--- src/dtwr_pkg.sv ---
// Shared types and constants for the two-way ranging time-of-flight block.
package dtwr_pkg;

    localparam int STAMP_BITS = 32;
    localparam int DEN_BITS = STAMP_BITS + 2;
    localparam int SCALE_BITS = 24;
    localparam int SCALE_FRACTION_BITS = 16;
    localparam int DIV_CELLS = STAMP_BITS;
    localparam logic [SCALE_BITS-1:0] SCALE_RESET = 24'd307387;

    localparam logic [1:0] ST_OK = 2'd0;
    localparam logic [1:0] ST_ZERO = 2'd1;
    localparam logic [1:0] ST_SAT = 2'd2;

    // Word handed from one divider cell to the next.
    typedef struct packed {
        logic                  vld;
        logic                  zero;
        logic                  neg;
        logic                  big;
        logic [DEN_BITS-1:0]   den;
        logic [DEN_BITS-1:0]   rem;
        logic [STAMP_BITS-1:0] low;
        logic [STAMP_BITS-1:0] quot;
    } t_div_word;

endpackage

--- src/dtwr_back.sv ---
// Clamping, distance scaling and result registers behind the divider row.
module dtwr_back (
    input  logic                                  i_clk,
    input  logic                                  i_rst_n,
    input  dtwr_pkg::t_div_word                   i_word,
    input  logic [dtwr_pkg::SCALE_BITS-1:0]       i_scale,
    output logic                                  o_done,
    output logic signed [31:0]                    o_flight_ticks,
    output logic signed [31:0]                    o_range_mm,
    output logic [1:0]                            o_status
);
    localparam int PROD_BITS = 32 + dtwr_pkg::SCALE_BITS;
    localparam int RMAG_BITS = PROD_BITS + 1 - dtwr_pkg::SCALE_FRACTION_BITS;

    logic        r_e_vld, r_f_vld, r_done;
    logic        r_e_zero, r_f_zero, r_e_neg, r_f_neg, r_e_sat, r_f_sat;
    logic [31:0] r_e_flight, r_f_flight, r_mag;
    logic [PROD_BITS-1:0] r_prod;
    logic        negf, sat_e;
    logic [31:0] mag_c;
    logic [RMAG_BITS-1:0] rmag;
    logic        rneg, rsat;
    logic [31:0] range_c;
    logic signed [31:0] r_flight_o, r_range_o;
    logic [1:0]  r_status_o;

    always_comb begin
        negf = i_word.neg && (i_word.quot != '0 || i_word.big);
        mag_c = i_word.quot;
        sat_e = 1'b0;
        if (negf) begin
            if (i_word.big || i_word.quot > 32'h8000_0000) begin
                mag_c = 32'h8000_0000;
                sat_e = 1'b1;
            end
        end else if (i_word.big || i_word.quot > 32'h7FFF_FFFF) begin
            mag_c = 32'h7FFF_FFFF;
            sat_e = 1'b1;
        end
    end

    always_comb begin
        if (r_f_neg) begin
            rmag = RMAG_BITS'(({1'b0, r_prod}
                   + {{(PROD_BITS+1-dtwr_pkg::SCALE_FRACTION_BITS){1'b0}},
                      {dtwr_pkg::SCALE_FRACTION_BITS{1'b1}}})
                   >> dtwr_pkg::SCALE_FRACTION_BITS);
        end else begin
            rmag = RMAG_BITS'({1'b0, r_prod} >> dtwr_pkg::SCALE_FRACTION_BITS);
        end
        rneg = r_f_neg && (rmag != '0);
        rsat = 1'b0;
        range_c = rmag[31:0];
        if (rneg) begin
            if (rmag > RMAG_BITS'(33'h0_8000_0000)) begin
                range_c = 32'h8000_0000;
                rsat = 1'b1;
            end
        end else if (rmag > RMAG_BITS'(33'h0_7FFF_FFFF)) begin
            range_c = 32'h7FFF_FFFF;
            rsat = 1'b1;
        end
    end

    always_ff @(posedge i_clk) begin
        if (!i_rst_n) begin
            r_e_vld <= 1'b0;
            r_f_vld <= 1'b0;
            r_done  <= 1'b0;
        end else begin
            r_e_vld <= i_word.vld;
            r_f_vld <= r_e_vld;
            r_done  <= r_f_vld;
        end
        r_e_zero   <= i_word.zero;
        r_e_neg    <= negf;
        r_e_sat    <= sat_e;
        r_mag      <= mag_c;
        r_e_flight <= negf ? (32'd0 - mag_c) : mag_c;
        r_f_zero   <= r_e_zero;
        r_f_neg    <= r_e_neg;
        r_f_sat    <= r_e_sat;
        r_f_flight <= r_e_flight;
        r_prod     <= {{dtwr_pkg::SCALE_BITS{1'b0}}, r_mag}
                      * {32'd0, i_scale};
        if (r_f_zero) begin
            r_flight_o <= '0;
            r_range_o  <= '0;
            r_status_o <= dtwr_pkg::ST_ZERO;
        end else begin
            r_flight_o <= r_f_flight;
            r_range_o  <= rneg ? (32'd0 - range_c) : range_c;
            r_status_o <= (r_f_sat || rsat) ? dtwr_pkg::ST_SAT : dtwr_pkg::ST_OK;
        end
    end

    assign o_done         = r_done;
    assign o_flight_ticks = r_flight_o;
    assign o_range_mm     = r_range_o;
    assign o_status       = r_status_o;
endmodule

--- config.mk ---
export PLATFORM = sky130hd
export DESIGN_NAME = dtwr_back
export DESIGN_NICKNAME = d
export VERILOG_FILES = /design/src/dtwr_pkg.sv /design/src/dtwr_back.sv
export SDC_FILE = /design/constraint.sdc
export NUM_CORES = 2
export LEC_CHECK = 0
export ABC_AREA = 0
export CORE_AREA = 2 2 260 262
export CTS_CLUSTER_SIZE = 30
export DETAILED_ROUTE_END_ITERATION = 16
export DIE_AREA = 0 0 262 264
export DONT_BUFFER_PORTS = 1
export GPL_ROUTABILITY_DRIVEN = 0
export GPL_TIMING_DRIVEN = 0
export PLACE_DENSITY = 0.73
export SKIP_CTS_REPAIR_TIMING = 1
export SYNTH_ARGS = -nofsm -noshare
export SYNTH_HDL_FRONTEND = slang
export SYNTH_SLANG_ARGS = --single-unit
export TNS_END_PERCENT = 10
--- constraint.sdc ---
create_clock -name i_clk -period 12.6 [get_ports i_clk]
set_input_delay 1.26 -clock i_clk [delete_from_list [all_inputs] [get_ports i_clk]]
set_output_delay 1.26 -clock i_clk [all_outputs]
set_load 0.05 [all_outputs]
==> out/qor.json <==
{
  "status": {
    "status": "completed"
  },
  "run": {
    "max_cap_viol_count": 0
  },
  "grt": {
    "grt_start_max_net_pins": 19,
    "grt_first_pass_wirelength_um": 154000,
    "grt_antenna_before_repair": 5,
    "grt_pass1_vias": 26200,
    "grt_overflow": 0,
    "global_route.usage.total_pct": 29.8
  },
  "placement": {
    "place.detailed.hpwl_um": 82800,
    "dp_cells": 4505,
    "buffer_ports.inserted": 0
  },
  "drt": {
    "dr_total_vias": 25100,
    "post-route-drc-count": 0,
    "detail_route.first_pass.iterations": 8,
    "routedWlPerCell_um": 22.1,
    "drtAntennaViolNets": 0,
    "detail_route.vias_per_cell": 5.54,
    "drt_first_iter_violations": 2279,
    "detail_route.wirelength_um": 100000
  },
  "sta": {
    "tightestPinTransition_ps": 1200,
    "hold_violations": 0,
    "fmaxAchievable_mhz": 109,
    "setup_viol": 0,
    "setup-tns-final_ps": 0,
    "report.final.slew_viol_count": 0,
    "fin_crit_sh_pct": 72.8,
    "finalWorstPathRequiredPeriod_ps": 9170,
    "clock-skew-final_ps": 16.3,
    "rsz_0062_raised_after_global_routing": "no",
    "slew_headroom_pct": 19.4
  },
  "worst_setup_path": {
    "cp_data_required_time_ps": 12990,
    "reg2reg_from": "r_mag[20]$_DFF_P_",
    "crit_path_start": "r_mag[20]$_DFF_P_",
    "critPathMaxFanout": 10,
    "path_class": "register to register",
    "reg2reg_depth": 26,
    "r2r_end": "r_prod[55]$_DFF_P_",
    "worstPathArrival_ps": 9560,
    "setup.reg_to_reg.worst_slack_ps": 3430,
    "critPathLaunchType": "register",
    "critPathCaptureType": "register"
  },
  "yosys": {
    "synth_most_common_cell": "inv_1",
    "edff_count_synth": 0,
    "yosys-top-cells-count": "inv_1, fa_1, nand2_1",
    "yosys_warnings": 0,
    "synth_top_cell_by_area": "fa_1",
    "netlist.area_leader.share_pct": 40.1,
    "synth.net_count": 4636,
    "synth_area_leaders": "fa_1, dfxtp_1, inv_1",
    "async_flop_share_pct": 0,
    "postSynthRegisterBits": 226,
    "synth.cell_area_mm2": 0.0329,
    "synth_area_per_cell_um2": 9.06,
    "postSynthCellCount": 3632,
    "synth.yosys.seq_area_share_pct": 13.8,
    "yosysUniqueCellTypes": 89,
    "postSynth.topFlopCell": "dfxtp_1"
  },
  "clock_tree": {
    "ctsRootBufferMaster": "clkbuf_16",
    "ctsHtreeMaxLevel": 1,
    "cts_sinks": 226,
    "clock_insertion_delay_worst_skew_ps": 520,
    "cts_tree": "yes",
    "max_root_sink_buffers": 3,
    "tritoncts.num_buffers": 18,
    "cts.clk_slew.worst_paths_ps": 80
  },
  "floorplanning": {
    "row_count": 95,
    "die_h_um": 264,
    "io_pins": 229,
    "die_x_um": 262,
    "die_area_mm2": 0.0692,
    "start_util_pct": 49.4,
    "core_area_mm2": 0.0666
  },
  "hold_path": {
    "hold-path-cell-count": 0,
    "hold_start": "r_e_flight[17]$_DFF_P_",
    "min-delay-path-class": "register to register",
    "hold_path_end": "r_f_flight[17]$_DFF_P_"
  },
  "cells_and_area": {
    "drive_gt1_share_pct": 2.46,
    "final_net_count": 4656,
    "fin_cells": 4535,
    "flow.area_growth_from_synthesis_pct": 5.03,
    "ff_latch_area_mm2": 0.00452,
    "nFillCells": 6124,
    "area_of_the_multi_input_gates_mm2": 0.0249
  }
}
## logic make-up (layout without fill, tap and decap cells)
family | after synthesis | after routing | synth area share, %
AO/OA/AOI/OAI | 304 | 304 | 6.26
XOR/XNOR | 119 | 119 | 3.19
adder cells (fa/ha/maj) | 842 | 842 | 47.1
buffers and inverters | 923 | 951 | 10.6
flip-flops | 226 | 226 | 13.8
multiplexers | 8 | 8 | 0.251
other | 0 | 2 | 0
AND/OR/NAND/NOR | 1210 | 1210 | 18.9
## critical path, stage by stage (launching register included)
cell      delay, ps
dfxtp_1         820
clkbuf_1        810
nand2_1         160
fa_1            570
inv_1            80
fa_1            530
inv_1            50
fa_1            470
fa_1            540
inv_1            60
fa_1            510
fa_1            570
inv_1            60
fa_1            760
inv_1           100
ha_1            230
a21o_1          170
a21o_1          170
a21oi_1         250
o21ai_0         160
a21oi_1         260
nand3_1         290
a41oi_1         340
o31ai_1         180
o31ai_1         500
mux2i_1         240
o221ai_1        130
## metrics by stage
stage	area, um2	hold WS, ps	setup slack (ps)	util (%)
after global routing	34500	330	3260	51.9
after global placement	34000	312	3210	51.1
after CTS	34500	324	3750	51.9
final	34500	324	3430	51.9
after detailed placement	34000	312	3220	51.1
after floorplan	32900	310	4620	-
## worst max-delay path by stage
| stage | end | cells after the start | slack (ps) |
|---|---|---|---|
| 2_1_floorplan | r_prod[55]$_DFF_P_ | 26 | 4620 |
| 3_3_place_gp | r_prod[54]$_DFF_P_ | 25 | 3210 |
| 3_5_place_dp | r_prod[54]$_DFF_P_ | 25 | 3220 |
| 4_1_cts | r_prod[54]$_DFF_P_ | 25 | 3750 |
| 5_1_grt | r_prod[48]$_DFF_P_ | 25 | 3260 |
| 6_report | r_prod[55]$_DFF_P_ | 26 | 3430 |
## sequential cells by signal, indices dropped and copies added, names as in the netlist
signal and count:
r_prod 56, r_f_sat 1, o_done 1, r_e_sat 1, r_f_vld 1, r_e_flight 31
r_e_vld 1, r_f_neg 1, o_flight_ticks 32, r_e_neg 1, o_range_mm 32, o_status 2
r_f_flight 32, r_f_zero 1, r_mag 32, r_e_zero 1
## final cells by class
cell class / instances / area share [%]
plain buffers: 176 / 1.99
flip-flops and latches: 226 / 13.1
inverters: 747 / 8.12
clock buffers: 22 / 1.43
diodes: 2 / 0.0145
multi-input cells: 2483 / 72.0
clock inverters: 6 / 0.177
well taps: 873 / 3.16
## layer usage
layer | track usage [%] | vias up | wire length [um]
met3 | 9.05 | 347 | 12500
met5 | 0.142 | - | 46
met2 | 46.9 | 1556 | 44900
met4 | 14.5 | 6 | 6250
met1 | 37.1 | 12300 | 36700
li1 | - | 10900 | -
## placed cells by master (no fill, tap or decap), types with 4 or more instances in the layout
master and n:
nand4_1 17, o31ai_1 12, o21bai_1 12, and3_1 15, clkbuf_1 159, o32ai_1 5, a211oi_1 10, a21oi_1 93
xor2_1 52, fa_1 658, a31oi_1 8, o21ai_0 53, mux2i_1 6, o21a_1 11, a221oi_1 6, nand2b_1 9
a41oi_1 4, nor2_1 148, nor3_1 31, o22a_1 5, dfxtp_1 226, or2_2 4, nor2b_1 43, a21o_1 28
nand2_1 451, xnor2_1 66, nor4_1 6, nand3_1 37, nand3_2 4, or3_1 12, ha_1 184, nor4_4 6
buf_2 11, and4_1 6, and2_1 397, o21ai_1 7, clkbuf_16 18, o211ai_1 6, inv_1 747
Power is not shown: default switching activity piles up to over one toggle a cycle in this logic, so the estimate is an artifact.
