--- src/dtwr_pkg.sv ---
// Shared types and constants for the two-way ranging time-of-flight block.
package dtwr_pkg;

    localparam int STAMP_BITS = 32;
    localparam int DEN_BITS = STAMP_BITS + 2;
    localparam int SCALE_BITS = 24;
    localparam int SCALE_FRACTION_BITS = 16;
    localparam int DIV_CELLS = STAMP_BITS;
    localparam logic [SCALE_BITS-1:0] SCALE_RESET = 24'd307387;

    localparam logic [1:0] ST_OK = 2'd0;
    localparam logic [1:0] ST_ZERO = 2'd1;
    localparam logic [1:0] ST_SAT = 2'd2;

    // Word handed from one divider cell to the next.
    typedef struct packed {
        logic                  vld;
        logic                  zero;
        logic                  neg;
        logic                  big;
        logic [DEN_BITS-1:0]   den;
        logic [DEN_BITS-1:0]   rem;
        logic [STAMP_BITS-1:0] low;
        logic [STAMP_BITS-1:0] quot;
    } t_div_word;

endpackage

--- src/dtwr_div_cell.sv ---
// One restoring-division cell: takes one numerator bit and yields one quotient bit.
module dtwr_div_cell (
    input  logic                i_clk,
    input  logic                i_rst_n,
    input  dtwr_pkg::t_div_word i_word,
    output dtwr_pkg::t_div_word o_word
);
    dtwr_pkg::t_div_word       r_word, n_word;
    logic [dtwr_pkg::DEN_BITS:0] trial;

    always_comb begin
        n_word = i_word;
        trial = {i_word.rem, i_word.low[dtwr_pkg::STAMP_BITS-1]};
        n_word.low = {i_word.low[dtwr_pkg::STAMP_BITS-2:0], 1'b0};
        if (trial >= {1'b0, i_word.den}) begin
            n_word.rem  = dtwr_pkg::DEN_BITS'(trial - {1'b0, i_word.den});
            n_word.quot = {i_word.quot[dtwr_pkg::STAMP_BITS-2:0], 1'b1};
        end else begin
            n_word.rem  = trial[dtwr_pkg::DEN_BITS-1:0];
            n_word.quot = {i_word.quot[dtwr_pkg::STAMP_BITS-2:0], 1'b0};
        end
    end

    always_ff @(posedge i_clk) begin
        if (!i_rst_n) begin
            r_word <= '0;
        end else begin
            r_word <= n_word;
        end
    end

    assign o_word = r_word;
endmodule

--- config.mk ---
export PLATFORM = sky130hd
export DESIGN_NAME = dtwr_div_cell
export DESIGN_NICKNAME = d
export VERILOG_FILES = /design/src/dtwr_pkg.sv /design/src/dtwr_div_cell.sv
export SDC_FILE = /design/constraint.sdc
export NUM_CORES = 1
export LEC_CHECK = 0
export BUFFER_PORTS_ARGS = -buffer_cell sky130_fd_sc_hd__buf_2
export CORE_ASPECT_RATIO = 0.5
export CORE_MARGIN = 2
export CORE_UTILIZATION = 47
export DETAILED_ROUTE_END_ITERATION = 10
export PLACE_DENSITY = 0.8
export SYNTH_ARGS = -nofsm -noshare
export SYNTH_HDL_FRONTEND = slang
export SYNTH_SLANG_ARGS = --single-unit
--- constraint.sdc ---
create_clock -name i_clk -period 4.6 [get_ports i_clk]
set_clock_uncertainty 0.1 [all_clocks]
set_input_delay 0.92 -clock i_clk [delete_from_list [all_inputs] [get_ports i_clk]]
set_output_delay 0.92 -clock i_clk [all_outputs]
set_load 0.05 [all_outputs]
==> results of run 1 <==
==> per-layer routing <==
| layer | track usage (%) | up-vias | share of wire [%] |
|---|---|---|---|
| met2 | 38.3 | 180 | 49 |
| li1 | - | 2663 | - |
| met3 | 4.22 | 34 | 5.5 |
| met1 | 25.0 | 2471 | 43 |
| met4 | 8.77 | 0 | 2.3 |
| met5 | 0 | - | 0 |
==> worst max-delay path by stage <==
stage                startpoint               endpoint  slack, ns
floorplan           i_word[102]  o_word[64]$_SDFF_PN0_       1.10
global placement     i_word[63]  o_word[90]$_SDFF_PN0_       0.66
detailed placement   i_word[63]  o_word[90]$_SDFF_PN0_       0.62
CTS                  i_word[63]  o_word[90]$_SDFF_PN0_       1.01
global route         i_word[63]  o_word[90]$_SDFF_PN0_       0.75
finish               i_word[63]  o_word[90]$_SDFF_PN0_       0.98
==> area by class of cell <==
cell class	count	area, µm²	area share (%)
clock buffer	18	439	5.47
clock inverter	14	154	1.92
sequential	135	2700	33.6
inverter	42	158	1.96
timing repair buffer	274	1380	17.2
tap	170	213	2.65
multi-input combinational	425	2990	37.2
==> power groups by stage <==
stage	combinational [mW]	clock, mW	sequential, mW
global placement	0.886	0	1.30
detailed placement	0.897	0	1.30
finish	0.903	1.36	1.28
floorplan	0.358	0	1.62
global route	0.968	1.42	1.28
CTS	0.904	1.38	1.28
==> cells by family after synthesis <==
group | after synthesis | share of synthesized area [%]
AND/OR/NAND/NOR | 215 | 20.0
flip-flops | 135 | 45.0
AO/OA/AOI/OAI | 122 | 14.2
buffers and inverters | 79 | 5.33
adder cells (fa/ha/maj) | 35 | 7.41
XOR/XNOR | 29 | 4.23
multiplexers | 23 | 3.83
other | 1 | 0.0624
==> synth_stat cells, types with 14 or more instances <==
cell,n,share of area [%]
nor2_1,14,0.87
inv_1,42,2.6
nor2b_1,25,2.6
clkbuf_1,32,2.0
o21ai_0,15,1.2
nand2_1,41,2.6
mux2i_1,23,3.8
xnor2_1,19,2.8
dfxtp_1,135,45
a21oi_1,33,2.7
and2_1,100,10
a21o_1,20,2.5
ha_1,34,7.1
==> reports/metrics.cfg, run 1 <==
[power_and_ir_drop]
netSwitchingFraction_pct=34.1
p_seq_share_pct=36.1
p_leak_nw=4.25
power_mw=3.54
peakVddDrop_mv=0.200
pwr-share-comb_pct=25.5
p_clk_share_pct=38.4
p_int_mw=2.33
p_sw_mw=1.21
power.density_mw_per_mm2=440

[critical_path]
cp_slowest_stage_delay_ns=0.41
slowest_stage=fa_1
startpoint_type=input pin
crit_type=in -> reg
worstPathArrival_ns=3.81
critPathBufInv=3
cp_max_fo=5
cp_cell_sequence=buf_2 > inv_1 > ha_1 > inv_1 > fa_1 > a21o_1 > a311oi_1 > o21a_1 > o211ai_1 > a31oi_1 > o41ai_1 > a221oi_1 > xor2_1 > o22ai_1
crit_top_cell=inv_1
crit_required_ns=4.79
critPathTopFamily=compound AO/OA/AOI/OAI gates
path_depth=14
critPathCaptureType=flop

[hold_path]
min_path_cells=2
timing.hold.worst.start=i_word[26]
hold_path.class=in -> reg
whs_endpoint=o_word[27]$_SDFF_PN0_

[place]
placed_cell_area_mm2=0.00744
place_inst=1046
gp_congestion=0.871
port_buffers=271
dp_hpwl_mm=11.3
dp_slack_ns=0.621

[timing]
hold_violations=0
setup_viol=0
worst_slack_ns=0.977
totalNegativeSetupSlack_ns=0
worst_hold_slack_ns=0.601
worstMarginPinSlew_ns=0.780
slew_headroom_pct=48.0
period_minus_slack_ns=3.62
max_freq_ghz=0.276
finalMaxSlewViolations=0
post-route-period-util_pct=78.8
rsz0062_at_grt=no

[floorplan]
core_mm2=0.0126
row_count=29
io_pins=274
die_area_mm2=0.0138
die_h_um=84.0
initial_core_util_pct=47.9
die_width_um=164

[clocking]
cts-buffers-inserted=17
cts.reportedPaths.clkPinSlew_ns=0.07
cts_setup_buffers=0
max-clock-path-buffers=2
cts_resized=0
cts.sinks=135
htreeDepth=4
cts_tree=done
root_buffer=clkbuf_16
cts_hold_buf=0

[global_route]
grt_max_degree=97
grt_pass1_vias=5056
grt_usage_pct=21.4
grt_pass1_wl_mm=23.6
antenna_found_initial=0
grt_overflow=0

[synth]
synth_cell_type_count=58
ys_seq_area_share_pct=45.0
postSynthCellCount=639
yosysWarnings=0
synth_top_flop_cell=dfxtp_1
postSynthNetCount=812
ys_async_sr_fraction_pct=0
synth_edf_count=0
ys_ff_latch=135
avgSynthCellArea_um2=9.40
synth_area_mm2=0.00601

[status]
status=complete, no violations

[layout]
areaGrowthSynthToFinish_pct=33.7
final_cell_mix=buf_2, dfxtp_1, and2_1
design_area_mm2=0.00803
nets=1068
drive_gt1_share_pct=34.9
fin_util_pct=64.0
antenna-diode-count=0
fin_cells=1078
layout_commonest_cell=buf_2
nFillCells=1049
largest_reg_flops=135

[detailed_routing]
routed_wirelength_mm=15.0
routed-via-count=5348
drc=0
drt_first_pass_iters=5
wire_per_inst_um=14.0
drtAntennaViolNets=0
vias_per_cell=4.96
first_iter_violations=328

[run]
drv_cap=0

Note: power is estimated with default switching activity, not from simulation.
==> run 2: changes to the inputs <==
- ABC_AREA: default -> 1
- CORE_UTILIZATION: 47 -> 49
- PLACE_DENSITY: 0.8 -> 0.81
- clock period: 4.6 -> 3.7 ns (I/O delays scaled with it)
==> run 2 against run 1 <==
- synthesized cell count increased by 63%
- global-route usage rose by 4.6 points
- critical path depth down 1
- first-iteration DRC count down 5.2%
- via count is 27% higher
- clock-buffer cell count shrank 1
- clock power grew 38%
- core utilization is 2.5 points higher
- largest cell class unchanged
- highest routed layer is now met5
==> reports/metrics.cfg, run 2 <==
[status]
status=complete, no violations  ; unchanged

[floorplan]
die_h_um=88.0  ; was 84.0 µm
initial_core_util_pct=50.6  ; was 47.9%
die_area_mm2=0.0151  ; was 0.0138 mm²
io_pins=274  ; unchanged
die_width_um=172  ; was 164 µm
row_count=30  ; was 29
core_mm2=0.0137  ; was 0.0126 mm²

[synth]
synth_area_mm2=0.00691  ; was 0.00601 mm²
postSynthCellCount=1040  ; was 639
synth_edf_count=0  ; unchanged
ys_top_cells_by_area=dfxtp_1, nand2_1, inv_1, ha_1, nor2_1  ; was dfxtp_1, and2_1, ha_1, mux2i_1, xnor2_1
synth_area_leader_cell=dfxtp_1  ; unchanged
avgSynthCellArea_um2=6.64  ; was 9.40 µm²
postSynthNetCount=1213  ; was 812
ys_async_sr_fraction_pct=0  ; unchanged
synthAdderAreaFrac_pct=6.45  ; was 7.41%
synth_top_flop_cell=dfxtp_1  ; unchanged
synthXorXnorAreaFrac_pct=2.15  ; was 4.23%
ys_ff_latch=135  ; unchanged
ys_top_cells_by_count=nand2_1, inv_1, dfxtp_1  ; was dfxtp_1, and2_1, inv_1
synth_top_family_by_area=simple AND/OR/NAND/NOR gates  ; unchanged
synthMuxAreaShare_pct=0  ; was 3.83%
ys_seq_area_share_pct=39.1  ; was 45.0%
synthSimpleGateAreaFrac_pct=31.8  ; was 20.0%
synth_compound_area_share_pct=5.16  ; was 14.2%
synth_cell_type_count=34  ; was 58
synth_top_area_share_pct=39.1  ; was 45.0%
synth_most_common_cell=nand2_1  ; was dfxtp_1
yosysWarnings=0  ; unchanged

[detailed_routing]
vias_per_cell=4.49  ; was 4.96
drtAntennaViolNets=0  ; unchanged
routed-via-count=6815  ; was 5348
first_iter_violations=311  ; was 328
drt_first_pass_iters=5  ; unchanged
drc=0  ; unchanged
wire_per_inst_um=13.1  ; was 14.0 µm
routed_wirelength_mm=19.9  ; was 15.0 mm

[power_and_ir_drop]
netSwitchingFraction_pct=35.5  ; was 34.1%
p_leak_nw=5.86  ; was 4.25 nW
p_clk_share_pct=40.4  ; was 38.4%
p_sw_mw=1.65  ; was 1.21 mW
p_int_mw=3.01  ; was 2.33 mW
power_mw=4.66  ; was 3.54 mW
pwr-share-comb_pct=25.7  ; was 25.5%
p_seq_share_pct=34.0  ; was 36.1%
power.density_mw_per_mm2=513  ; was 440 mW/mm²
peakVddDrop_mv=0.329  ; was 0.200 mV

[clocking]
cts_hold_buf=0  ; unchanged
cts_tree=done  ; unchanged
htreeDepth=4  ; unchanged
cts.reportedPaths.clkPinSlew_ns=0.07  ; about the same
cts.sinks=135  ; unchanged
cts_resized=0  ; unchanged
cts-buffers-inserted=17  ; unchanged
max-clock-path-buffers=2  ; unchanged
root_buffer=clkbuf_16  ; unchanged
cts_setup_buffers=0  ; unchanged

[timing]
slew_headroom_pct=55.1  ; was 48.0%
totalNegativeSetupSlack_ns=0  ; unchanged
worst_hold_slack_ns=0.406  ; was 0.601 ns
worstMarginPinSlew_ns=0.672  ; was 0.780 ns
setup_viol=0  ; unchanged
hold_violations=0  ; unchanged
max_freq_ghz=0.380
rsz0062_at_grt=no  ; unchanged
finalMaxSlewViolations=0  ; unchanged
period_minus_slack_ns=2.63
worst_slack_ns=1.07  ; was 0.977 ns
post-route-period-util_pct=71.2

[global_route]
antenna_found_initial=1  ; was 0
grt_usage_pct=26.0  ; was 21.4%
grt_pass1_wl_mm=30.5  ; was 23.6 mm
grt_pass1_vias=6519  ; was 5056
grt_overflow=0  ; unchanged
grt_max_degree=116  ; was 97

[layout]
layout_commonest_cell=nand2_1  ; was buf_2
areaGrowthSynthToFinish_pct=31.5  ; was 33.7%
drive_gt1_share_pct=26.2  ; was 34.9%
final_cell_mix=nand2_1, buf_2, inv_1  ; was buf_2, dfxtp_1, and2_1
fin_cells=1519  ; was 1078
design_area_mm2=0.00908  ; was 0.00803 mm²
nets=1486  ; was 1068
largest_reg_flops=135  ; unchanged
fin_util_pct=66.5  ; was 64.0%

[place]
port_buffers=271  ; unchanged
place_inst=1486  ; was 1046
placed_cell_area_mm2=0.00843  ; was 0.00744 mm²
dp_hpwl_mm=15.8  ; was 11.3 mm
gp_congestion=0.900  ; was 0.871
dp_slack_ns=0.630  ; was 0.621 ns

[critical_path]
critPathTopFamily=simple AND/OR/NAND/NOR gates  ; was compound AO/OA/AOI/OAI gates
cp_cell_sequence=buf_2 > ha_1 > a21oi_1 > nand2_1 > inv_1 > nand2_1 > a21oi_1 > nand2_2 > nand2_4 > nand2_8 > inv_4 > nor2_2 > nor2_1  ; was buf_2 > inv_1 > ha_1 > inv_1 > fa_1 > a21o_1 > a311oi_1 > o21a_1 > o211ai_1 > a31oi_1 > o41ai_1 > a221oi_1 > xor2_1 > o22ai_1
cp_slowest_stage_delay_ns=0.40  ; was 0.41 ns
slowest_stage=ha_1  ; was fa_1
crit_type=in -> reg  ; unchanged
worstPathArrival_ns=2.88  ; was 3.81 ns
cp_max_fo=27  ; was 5
crit_required_ns=3.94  ; was 4.79 ns
startpoint_type=input pin  ; unchanged
critPathCaptureType=flop  ; unchanged
critPathBufInv=3  ; unchanged

[run]
drv_cap=0  ; unchanged

[hold_path]
hold_path.class=in -> reg  ; unchanged

==> run 2: changes by cell type in the layout (fill, tap and decap cells not counted), moves of 25 or more <==
cell      delta
and2_1      -97
nand2_1    +313
nor2b_1     -25
inv_1      +198
o21bai_1    +27
nor2_1      +79
==> run 2: cell type report <==
class | instances | area, µm²
Fill cell | 1263 | 4580
Multi-Input combinational cell | 637 | 3150
Sequential cell | 135 | 2700
Timing Repair Buffer | 276 | 1410
Inverter | 246 | 926
Clock buffer | 17 | 425
Tap cell | 192 | 240
Clock inverter | 15 | 228
Antenna cell | 1 | 2.50
==> run 2: routing by layer <==
metal	up-vias	global-route usage, %	wire length, µm
li1	3572	-	-
met1	3008	30.7	8710
met2	203	46.8	9510
met3	30	6.28	1200
met4	2	9.17	433
met5	-	0	13
==> run 2: cell families (layout without fill, tap and decap cells) <==
logic type / after synthesis / count (layout)
simple gates: 529 / 529
buf+inv: 268 / 554
flops: 135 / 135
compound gates: 55 / 55
fa+ha+maj: 35 / 35
xor+xnor: 17 / 17
other cells: 1 / 2
==> run 2: power by group through the flow <==
stage          clock [mW]  combinational, mW  sequential (mW)
2_1_floorplan           0              0.497             2.00
3_3_place_gp            0               1.18             1.61
3_5_place_dp            0               1.19             1.62
4_1_cts              1.91               1.20             1.58
5_1_grt              1.97               1.31             1.59
6_report             1.88               1.20             1.58
==> run 2: path summary, 6_finish.rpt <==
kind	start	to	slack, ns	depth (start not counted)
min	i_word[11]	o_word[12]$_SDFF_PN0_	0.41	3
max	i_word[89]	o_word[66]$_SDFF_PN0_	1.07	13
==> run 3: changes to the inputs <==
- CORE_UTILIZATION: 49 -> 44
- PLACE_DENSITY: 0.81 -> 0.76
- clock period: 3.7 -> 2.3 ns (I/O delays scaled with it)
==> run 3 against run 2 <==
- setup slack got worse by 0.92 ns
- via count increased by 5.3%
- clock-buffer cell count grew 2
- combinational power is 82% higher
- first-iteration DRC count rose by 30%
- global-route usage is 2.2 points lower
- sequential share of layout area down 2.4 points
- final cell count increased by 8.1%
- non-clock buffer count rose by 111
- routed wire length is 0.72% higher
- sequential power grew 61%
- die area is 11% higher
- largest power group unchanged
==> reports/metrics.cfg, run 3 (same netlist as run 2, synthesis figures left out) <==
[timing]
worstMarginPinSlew_ns=0.640  ; was 0.672 ns
post-route-period-util_pct=93.8
finalMaxSlewViolations=0  ; unchanged
setup_viol=0  ; unchanged
slew_headroom_pct=57.3  ; was 55.1%
period_minus_slack_ns=2.16
max_freq_ghz=0.463
hold_violations=0  ; unchanged
totalNegativeSetupSlack_ns=0  ; unchanged
rsz0062_at_grt=no  ; unchanged

[power_and_ir_drop]
netSwitchingFraction_pct=35.4  ; was 35.5%
peakVddDrop_mv=0.486  ; was 0.329 mV
p_leak_nw=6.35  ; was 5.86 nW
p_seq_share_pct=34.5  ; was 34.0%
p_clk_share_pct=36.1  ; was 40.4%
power.density_mw_per_mm2=750  ; was 513 mW/mm²
p_sw_mw=2.62  ; was 1.65 mW
p_int_mw=4.78  ; was 3.01 mW
pwr-share-comb_pct=29.5  ; was 25.7%

[floorplan]
io_pins=274  ; unchanged
die_area_mm2=0.0168  ; was 0.0151 mm²
die_width_um=181  ; was 172 µm
core_mm2=0.0154  ; was 0.0137 mm²
initial_core_util_pct=44.9  ; was 50.6%
row_count=32  ; was 30
die_h_um=92.6  ; was 88.0 µm

[place]
port_buffers=271  ; unchanged
placed_cell_area_mm2=0.00929  ; was 0.00843 mm²
gp_congestion=0.931  ; was 0.900
dp_hpwl_mm=16.0  ; was 15.8 mm
place_inst=1609  ; was 1486

[clocking]
htreeDepth=4  ; unchanged
root_buffer=clkbuf_16  ; unchanged
cts-buffers-inserted=17  ; unchanged
max-clock-path-buffers=2  ; unchanged
cts_setup_buffers=0  ; unchanged
cts.reportedPaths.clkPinSlew_ns=0.06  ; was 0.07 ns
cts.sinks=135  ; unchanged
cts_tree=done  ; unchanged

[detailed_routing]
first_iter_violations=404  ; was 311
wire_per_inst_um=12.2  ; was 13.1 µm
routed_wirelength_mm=20.0  ; was 19.9 mm
drtAntennaViolNets=0  ; unchanged
drc=0  ; unchanged
vias_per_cell=4.37  ; was 4.49
drt_first_pass_iters=5  ; unchanged
routed-via-count=7175  ; was 6815

[global_route]
met2_usage_pct=42.0  ; was 46.8%
grt_use_met3_pct=6.33  ; was 6.28%
grt_overflow=0  ; unchanged
top_usage_layer=met2  ; unchanged
antenna_found_initial=1  ; unchanged
grt_pass1_wl_mm=31.4  ; was 30.5 mm
grt_util_met1_pct=29.1  ; was 30.7%
grt_pass1_vias=6756  ; was 6519
grt_usage_pct=23.8  ; was 26.0%
grt_max_degree=116  ; unchanged

[layout]
nets=1597  ; was 1486
layout_commonest_cell=nand2_1  ; unchanged
largest_reg_flops=135  ; unchanged
final_cell_mix=nand2_1, buf_2, inv_1  ; unchanged
design_area_mm2=0.00987  ; was 0.00908 mm²
fin_cells=1642  ; was 1519
drive_gt1_share_pct=31.9  ; was 26.2%
areaGrowthSynthToFinish_pct=42.8  ; was 31.5%

[critical_path]
crit_type=in -> reg  ; unchanged
worstPathArrival_ns=2.37  ; was 2.88 ns
startpoint_type=input pin  ; unchanged
crit_required_ns=2.51  ; was 3.94 ns
critPathCaptureType=flop  ; unchanged
cp_max_fo=27  ; unchanged

[status]
status=complete, no violations  ; unchanged

[hold_path]
hold_path.class=in -> reg  ; unchanged

[run]
drv_cap=0  ; unchanged

==> run 3: cell type report <==
type                    count  area [µm²]
fillers                  1423        5510
diodes                      1        2.50
flip-flops and latches    135        2700
clock inverters            13         135
inverters                 246         931
clock buffers              19         433
multi-input cells         637        3150
repair buffers            387        2250
well taps                 204         255
==> run 3: worst max-delay path, stage by stage <==
cell and delay, ns:
buf_2 0.11, ha_1 0.35, a21oi_1 0.28, nand2_1 0.12, inv_1 0.06, nand2_1 0.07, a21oi_2 0.14, nand2_2 0.09
nand2_4 0.10, nand2_8 0.16, buf_4 0.21, o21bai_1 0.14, nor2_1 0.07
==> run 3: worst paths after layout <==
| check | startpoint | end | cells past startpoint |
|---|---|---|---|
| worst min-delay path | i_word[19] | o_word[20]$_SDFF_PN0_ | 3 |
| worst max-delay path | i_word[89] | o_word[80]$_SDFF_PN0_ | 13 |
==> run 3: stage by stage <==
stage | power, mW | hold WS [ns] | utilization, % | setup slack [ns]
after floorplan | 4.02 | 0.453 | - | 0.155
after global placement | 4.73 | 0.540 | 60.4 | -0.271
after detailed placement | 4.77 | 0.544 | 60.4 | -0.367
after CTS | 7.46 | 0.104 | 64.1 | 0.0448
after global routing | 7.75 | 0.0999 | 64.2 | 0.0290
final | 7.40 | 0.116 | 64.2 | 0.142
==> run 3: per-layer routing <==
metal,vias to the layer above,part of all wire [%]
li1,3805,-
met1,3166,45
met2,185,48
met3,19,5.4
met4,0,1.3
met5,-,0
==> run 3: power by group through the flow <==
| stage | Sequential, mW | Clock [mW] | Combinational [mW] |
|---|---|---|---|
| after floorplan | 3.22 | 0 | 0.799 |
| after global placement | 2.60 | 0 | 2.14 |
| after detailed placement | 2.60 | 0 | 2.17 |
| after CTS | 2.55 | 2.73 | 2.18 |
| after global routing | 2.56 | 2.82 | 2.36 |
| final | 2.55 | 2.67 | 2.18 |
==> run 3: repair_timing <==
action | CTS | global route
setup endpoints to repair | 0 | 20
hold buffers | 0 | 0
gates resized for setup | 0 | 3
